<file path="config.mk">
export PLATFORM = sky130hd
export DESIGN_NAME = pda_ctrl
export DESIGN_NICKNAME = d
export VERILOG_FILES = /design/src/design/pda_pkg.sv /design/src/design/pda_ctrl.sv
export SDC_FILE = /design/constraint.sdc
export NUM_CORES = 1
export LEC_CHECK = 0
export BUFFER_PORTS_ARGS = -buffer_cell sky130_fd_sc_hd__buf_2
export CAP_MARGIN = 20
export CORE_AREA = 3 3 40 42
export DETAILED_ROUTE_END_ITERATION = 8
export DIE_AREA = 0 0 43 45
export PLACE_DENSITY = 0.71
export SLEW_MARGIN = 20
export SYNTH_ARGS = -nofsm -noshare
export SYNTH_HDL_FRONTEND = slang
export SYNTH_SLANG_ARGS = --single-unit
</file>
<file path="constraint.sdc">
create_clock -name clk -period 3.8 [get_ports clk]
set_input_delay 0.19 -clock clk [delete_from_list [all_inputs] [get_ports clk]]
set_output_delay 0.19 -clock clk [all_outputs]
set_load 0.01 [all_outputs]
</file>
<file path="src/design/pda_pkg.sv">
// ----------------------------------------------------------------------------
// pda_pkg: shared types and constants of the Poisson deviance accumulator
// Widths, status codes, register indexes and controller/datapath types.
// ----------------------------------------------------------------------------
`default_nettype none
package pda_pkg;
	localparam int MAX_FOLDS    = 16;
	localparam int MAX_LEARNERS = 16;
	localparam int FRAC_BITS    = 16;
	localparam int DEPTH        = MAX_FOLDS * MAX_LEARNERS;
	localparam int IDX_W        = $clog2(DEPTH);
	localparam int FOLD_IDX_W   = $clog2(MAX_FOLDS);
	localparam int LRN_IDX_W    = $clog2(MAX_LEARNERS);
	localparam int SUM_W        = 47;
	localparam int CNT_W        = $clog2(FRAC_BITS);
	localparam logic [31:0] LN2_Q32 = 32'hB17217F8;

	typedef enum logic [1:0] {
		ST_OK           = 2'd0,
		ST_BAD_FOLD     = 2'd1,
		ST_NEG_EXPOSURE = 2'd2
	} pda_status_t;

	typedef enum logic [0:0] {
		REG_NUM_FOLDS = 1'b0,
		REG_MIN_MEAN  = 1'b1
	} pda_reg_t;

	typedef enum logic [3:0] {
		S_IDLE, S_READ, S_EVAL, S_NORM, S_SQ, S_LNMUL, S_TERM, S_ACC, S_EMIT
	} pda_state_t;

	typedef enum logic [3:0] {
		OP_NONE, OP_LOAD, OP_READ, OP_EVAL, OP_NORM, OP_SQUARE, OP_LNMUL,
		OP_TERM, OP_ACC, OP_EMIT
	} pda_op_t;

	typedef struct packed {
		pda_op_t op;
	} pda_cmd_t;

	typedef struct packed {
		logic accepted;
		logic final_eval;
		logic event_req;
		logic norm_done;
		logic out_free;
	} pda_stat_t;
endpackage
`default_nettype wire

</file>
<file path="src/design/pda_ctrl.sv">
// ----------------------------------------------------------------------------
// pda_ctrl: sequencing state machine
// Steps one item through read, evaluate, log and accumulate phases.
// ----------------------------------------------------------------------------
`default_nettype none
module pda_ctrl (
	input  wire logic              clk,
	input  wire logic              arst_n,
	input  wire pda_pkg::pda_stat_t stat,
	output pda_pkg::pda_cmd_t      cmd
);
	import pda_pkg::*;

	pda_state_t       state_q, state_nx;
	logic [CNT_W-1:0] cnt_q;

	always_ff @(posedge clk or negedge arst_n) begin
		if (!arst_n) begin
			state_q <= S_IDLE;
			cnt_q   <= '0;
		end else begin
			state_q <= state_nx;
			if (state_q == S_SQ) begin
				cnt_q <= cnt_q + 1'b1;
			end else begin
				cnt_q <= '0;
			end
		end
	end

	always_comb begin
		state_nx = state_q;
		cmd.op   = OP_NONE;
		unique case (state_q)
			S_IDLE: begin
				cmd.op = OP_LOAD;
				if (stat.accepted) state_nx = S_READ;
			end
			S_READ: begin
				cmd.op   = OP_READ;
				state_nx = S_EVAL;
			end
			S_EVAL: begin
				cmd.op = OP_EVAL;
				priority if (stat.final_eval) state_nx = S_EMIT;
				else if (stat.event_req) state_nx = S_NORM;
				else state_nx = S_ACC;
			end
			S_NORM: begin
				cmd.op = OP_NORM;
				if (stat.norm_done) state_nx = S_SQ;
			end
			S_SQ: begin
				cmd.op = OP_SQUARE;
				if (cnt_q == CNT_W'(FRAC_BITS - 1)) state_nx = S_LNMUL;
			end
			S_LNMUL: begin
				cmd.op   = OP_LNMUL;
				state_nx = S_TERM;
			end
			S_TERM: begin
				cmd.op   = OP_TERM;
				state_nx = S_ACC;
			end
			S_ACC: begin
				cmd.op   = OP_ACC;
				state_nx = S_EMIT;
			end
			S_EMIT: begin
				if (stat.out_free) begin
					cmd.op   = OP_EMIT;
					state_nx = S_IDLE;
				end
			end
			default: state_nx = S_IDLE;
		endcase
	end
endmodule
`default_nettype wire

</file>
Yosys cells after proc, flatten, opt, wreduce, memory -nomap -nowiden
Index checks and enable logic that the tools add are counted.
{ "word_totals": {"ff_bits": 8, "latch_bits": 0, "mem_bits_rw": 0, "mem_bits_ro": 0, "inputBits": 7, "output_inout_bits": 4, "wordCells": 28, "n_memories": 0} }
{ "op_classes": {"add_sub_neg": 1, "n_mul": 0, "div_mod_pow": 0, "order_cmp": 0, "n_eq_ne": 13, "n_shift": 0, "muxes": 10, "n_bitwise": 0, "reduce_logical": 2} }
{ "op_table": {"columns": ["op", "n"], "rows": [
  ["case mux 4 bit (9 select lines)", 2],
  ["two-way mux 4 bit", 7],
  ["equality test 4 x 3 -> 1 bit, second input constant", 4],
  ["equality test 4 x 2 -> 1 bit, second input constant", 2],
  ["equality test 4 bit, second input constant", 2],
  ["!= test 2 bit, second input constant", 3],
  ["adder 4 x 1 -> 4 bit, second input constant", 1],
  ["equality test 4 x 1 -> 1 bit, second input constant", 1],
  ["logical NOT 4 bit", 1],
  ["AND reduction 4 bit", 1],
  ["two-way mux 3 bit", 1],
  ["!= test 2 x 1 -> 1 bit, second input constant", 1]
]} }

Longest topological paths before layout
{ "logic_depth": {"depth_word": 3, "mapped_depth": 4, "ltp_nobuf": 4} }

Worst setup path before layout
No wires, ideal clock.
{ "synth_timing": {"kind": "register -> register", "start": "register state_q[1]", "end": "register state_q[0]", "setup_time_ns": 0.124, "arrival_ns": 1.097, "required_ns": 3.676, "slack_ns": 2.580, "path_stages_with_launch": 5, "n_path_buf": 1, "synth_period_minus_slack_ns": 1.220, "path_cell_list": "dfrtp_1 -> buf_6 -> or3_4 -> a21oi_2 -> o31ai_1"} }
{ "synth_between": {"elab_chain_len": 3, "word_cells_on_any_way": 15, "classes_between": "eq/ne: 12; mux: 1; reduce/logical: 2"} }
{ "synth_lines": {"columns": ["item", "line", "text"], "rows": [
  ["from (decl)", "pda_ctrl.sv:14", "pda_state_t state_q, state_nx;"],
  ["from (signal assigned)", "pda_ctrl.sv:22", "state_q <= state_nx;"],
  ["equality test 4 x 3 -> 1 bit, or another cell as far along", "pda_ctrl.sv:34", "unique case (state_q)"],
  ["!= test 2 x 1 -> 1 bit (no source line) / != test 2 bit (equally long branches)", null, null],
  ["AND reduction 4 bit (no source line)", null, null]
]} }
Several ways; a longest one is shown, not always the timed one.
A chain may end at the register's enable or synchronous reset.

==> summary.txt <==
Yosys
  • Synth top area cells: dfrtp_1, buf_6, nor2_1, nand2b_1, nand3b_1
  • Syn Nets: slightly above 60
  • Synthesized area: slightly above 500 sq um
  • Cell count after synthesis: 53
  • Number of synthesized register bits: 8
  • Dominant cell type by area after synthesis: dfrtp_1
  • Top cell type's share of synthesized area: 0.390
  • Yosys cell types: 25
  • Warnings from Yosys: 0
  • Mean Syn Cell Area: a little under 10 sq um
  • Sequential area share after synthesis: 0.390

Detailed routing
  • Routed WL: 961 microns
  • Routed met2 length: between 400 and 500 microns
  • Met1 WL: approximately 470 microns
  • Wire per inst: 12.2 microns
  • Total number of vias: between 400 and 500
  • Violation count after the first detailed-route iteration: 4
  • Remaining DRCs: 0
  • Detail Route Antenna Nets: 0
  • WL met3: just over 30 microns
  • Vias per inst: roughly 5.2
  • DRT Pass-1 Iters: 4
  • Uppermost layer routed: met4

Clocking
  • Post-CTS setup repair buffer count: 0
  • Clock tree buffer depth: 2
  • Cts repair resizes: 0
  • CTS H-tree depth: 1
  • CTS Buf Count: 3
  • Clock slew at reported path FFs: around 0.050 ns
  • Clock Latency Late Sink: 0.25 ns
  • Clock root buffer: clkbuf_4
  • Sink Count: 8
  • CTS tree: built
  • # hold bufs at CTS: 1

Final layout
  • Multi-input logic area: approximately 270 sq um
  • Antenna Cells: 0
  • Layout cells sized above 1: 0.266
  • Fin area: between 500 and 600 sq um
  • Fillcell total: roughly 120
  • Area growth, synth to finish: 13.2%
  • Reg area: roughly 200 sq um
  • Nets: between 70 and 80
  • Final core occ: 0.452

Pwr
  • Pwr Density: between 700 and 800 mW/mm^2
  • Leak Pwr: ~0.26 nW
  • Switch Pwr: 0.179 mW
  • Pint: roughly 0.24 mW
  • Share of power burned in registers: 0.407
  • Clock Power Share: 0.151
  • Sw Ratio: 0.427
  • Comb power frac: 0.442
  • Max VDD drop: between 0.3 and 0.4 mV

Floorplan
  • Core Region: 0.00128 sq mm
  • Die width: around 43 microns
  • Die height: about 45 microns
  • Num rows: 13
  • Die ar.: between 0.0015 and 0.002 sq mm
  • IO Pins: 11
  • Starting Density: 0.399

Status
  • Outcome: completed

Worst setup path
  • Crit-path leading delay family: flip-flops
  • CP arrival: ~1.4 ns
  • WP data required: around 3.6 ns
  • Crit path buffers/inverters: 1
  • CP max FO: 12
  • CP Class: flop to output port
  • Crit end category: output port
  • Slowest stage cell, crit path: dfrtp_1
  • Cell Chain, Critical Path: nor4b_2, nand2_1, o31ai_1, buf_2
  • Setup crit start kind: flop
  • Delay of the slowest critical-path stage: 0.51 ns

Global route
  • First-pass GRT wire length: 1710 microns
  • Largest net degree at the start of global routing: 13
  • Vias in the first global route: 394
  • GRT Util Overall: 0.121
  • Gr ovfl total: 0
  • Initial antenna violation count: 0

Timing
  • Final setup viols: 0
  • Max-slew headroom: 0.739
  • Final Hold Fails: 0
  • Worst Tran Pin Value: slightly below 0.4 ns
  • Hold Slack: about 0.24 ns
  • Fmax: 622 MHz
  • Total negative slack: 0 ns
  • Fraction of the cycle the final worst path needs: 0.423
  • Final min period: 1.61 ns
  • RSZ-0062 raised after global routing: no
  • Final slew viol count: 0
  • Clock Skews: ~0.0014 ns

Worst hold path
  • Worst Hold Class: primary input to flop

Placed design
  • Placed cell area: ~550 sq um
  • Final HPWL DP: about 720 microns
  • Routability cong.: ~0.76
  • I/O Buffers: 10

Flow run
  • Max Cap Viol: 0
area by class of cell:
cell class / instances / share of cell area
repair buffers: 11 / 0.103
clock buffers: 3 / 0.0388
well taps: 15 / 0.0323
inverters: 2 / 0.0129
multi-input cells: 40 / 0.468
flip-flops and latches: 8 / 0.345
layout by cell type (no fill, tap or decap), drive strengths merged, types with 3 or more instances in the layout:
master and count:
buf 10, dfrtp 8, nor2 7, nand2b 4, a21oi 4, o31ai 3, nand3b 3, clkbuf 3
synthesized netlist by cell type (all sizes together):
| cell | number |
|---|---|
| a211oi | 1 |
| a21o | 1 |
| a21oi | 4 |
| a31o | 1 |
| buf | 3 |
| dfrtp | 8 |
| ha | 1 |
| inv | 2 |
| mux2i | 1 |
| nand2 | 2 |
| nand2b | 4 |
| nand3 | 2 |
| nand3b | 3 |
| nor2 | 7 |
| nor2b | 1 |
| nor4b | 1 |
| o21ai | 2 |
| o31a | 1 |
| o31ai | 3 |
| or3 | 1 |
| or4 | 1 |
| xnor2 | 2 |
| xor2 | 1 |
metrics by stage:
step | worst slack [ns] | std cells | power [mW]
2_1_floorplan | 2.58 | 53 | 0.321
3_3_place_gp | 2.51 | 75 | 0.349
3_5_place_dp | 2.46 | 75 | 0.356
4_1_cts | 2.18 | 79 | 0.423
5_1_grt | 2.09 | 79 | 0.461
6_report | 2.19 | 79 | 0.418
worst paths after layout:
kind	from	end	slack (ns)	cells after the start
max in group asynchronous	arst_n	state_q[1]	3.33	2
worst min register to register	cnt_q[0]	cnt_q[0]	0.47	1
min in group asynchronous	arst_n	cnt_q[1]	0.31	2
worst max register to register	state_q[0]	state_q[0]	2.46	3
worst max-delay path	state_q[0]	cmd[3]	2.19	4
worst min-delay path	stat[0]	state_q[3]	0.24	3
power by group through the flow:
stage / Clock [mW] / Sequential (mW) / Combinational [mW]
2_1_floorplan: 0 / 0.135 / 0.186
3_3_place_gp: 0 / 0.167 / 0.182
3_5_place_dp: 0 / 0.171 / 0.185
4_1_cts: 0.0662 / 0.169 / 0.187
5_1_grt: 0.0707 / 0.179 / 0.212
6_report: 0.0631 / 0.170 / 0.185
cell families after synthesis:
logic type | after synthesis | share of synthesized area
xor+xnor | 3 | 0.0512
buf+inv | 5 | 0.0805
compound gates | 13 | 0.173
flops | 8 | 0.390
mux | 1 | 0.0195
simple gates | 22 | 0.261
fa+ha+maj | 1 | 0.0244
per-layer routing:
layer,up-vias,GRT usage
li1,210,-
met1,190,0.144
met2,6,0.189
met3,3,0.0398
met4,0,0.0783
met5,-,0
flip-flops by register name, summed over array words and instances (netlist names):
name / flops
cnt_q: 4
state_q: 4
worst min-delay path, cell delays in order:
cell	delay (ns)
buf_2	0.09
nand2b_1	0.09
o21ai_0	0.07
Power figures use the tool's default switching activity.
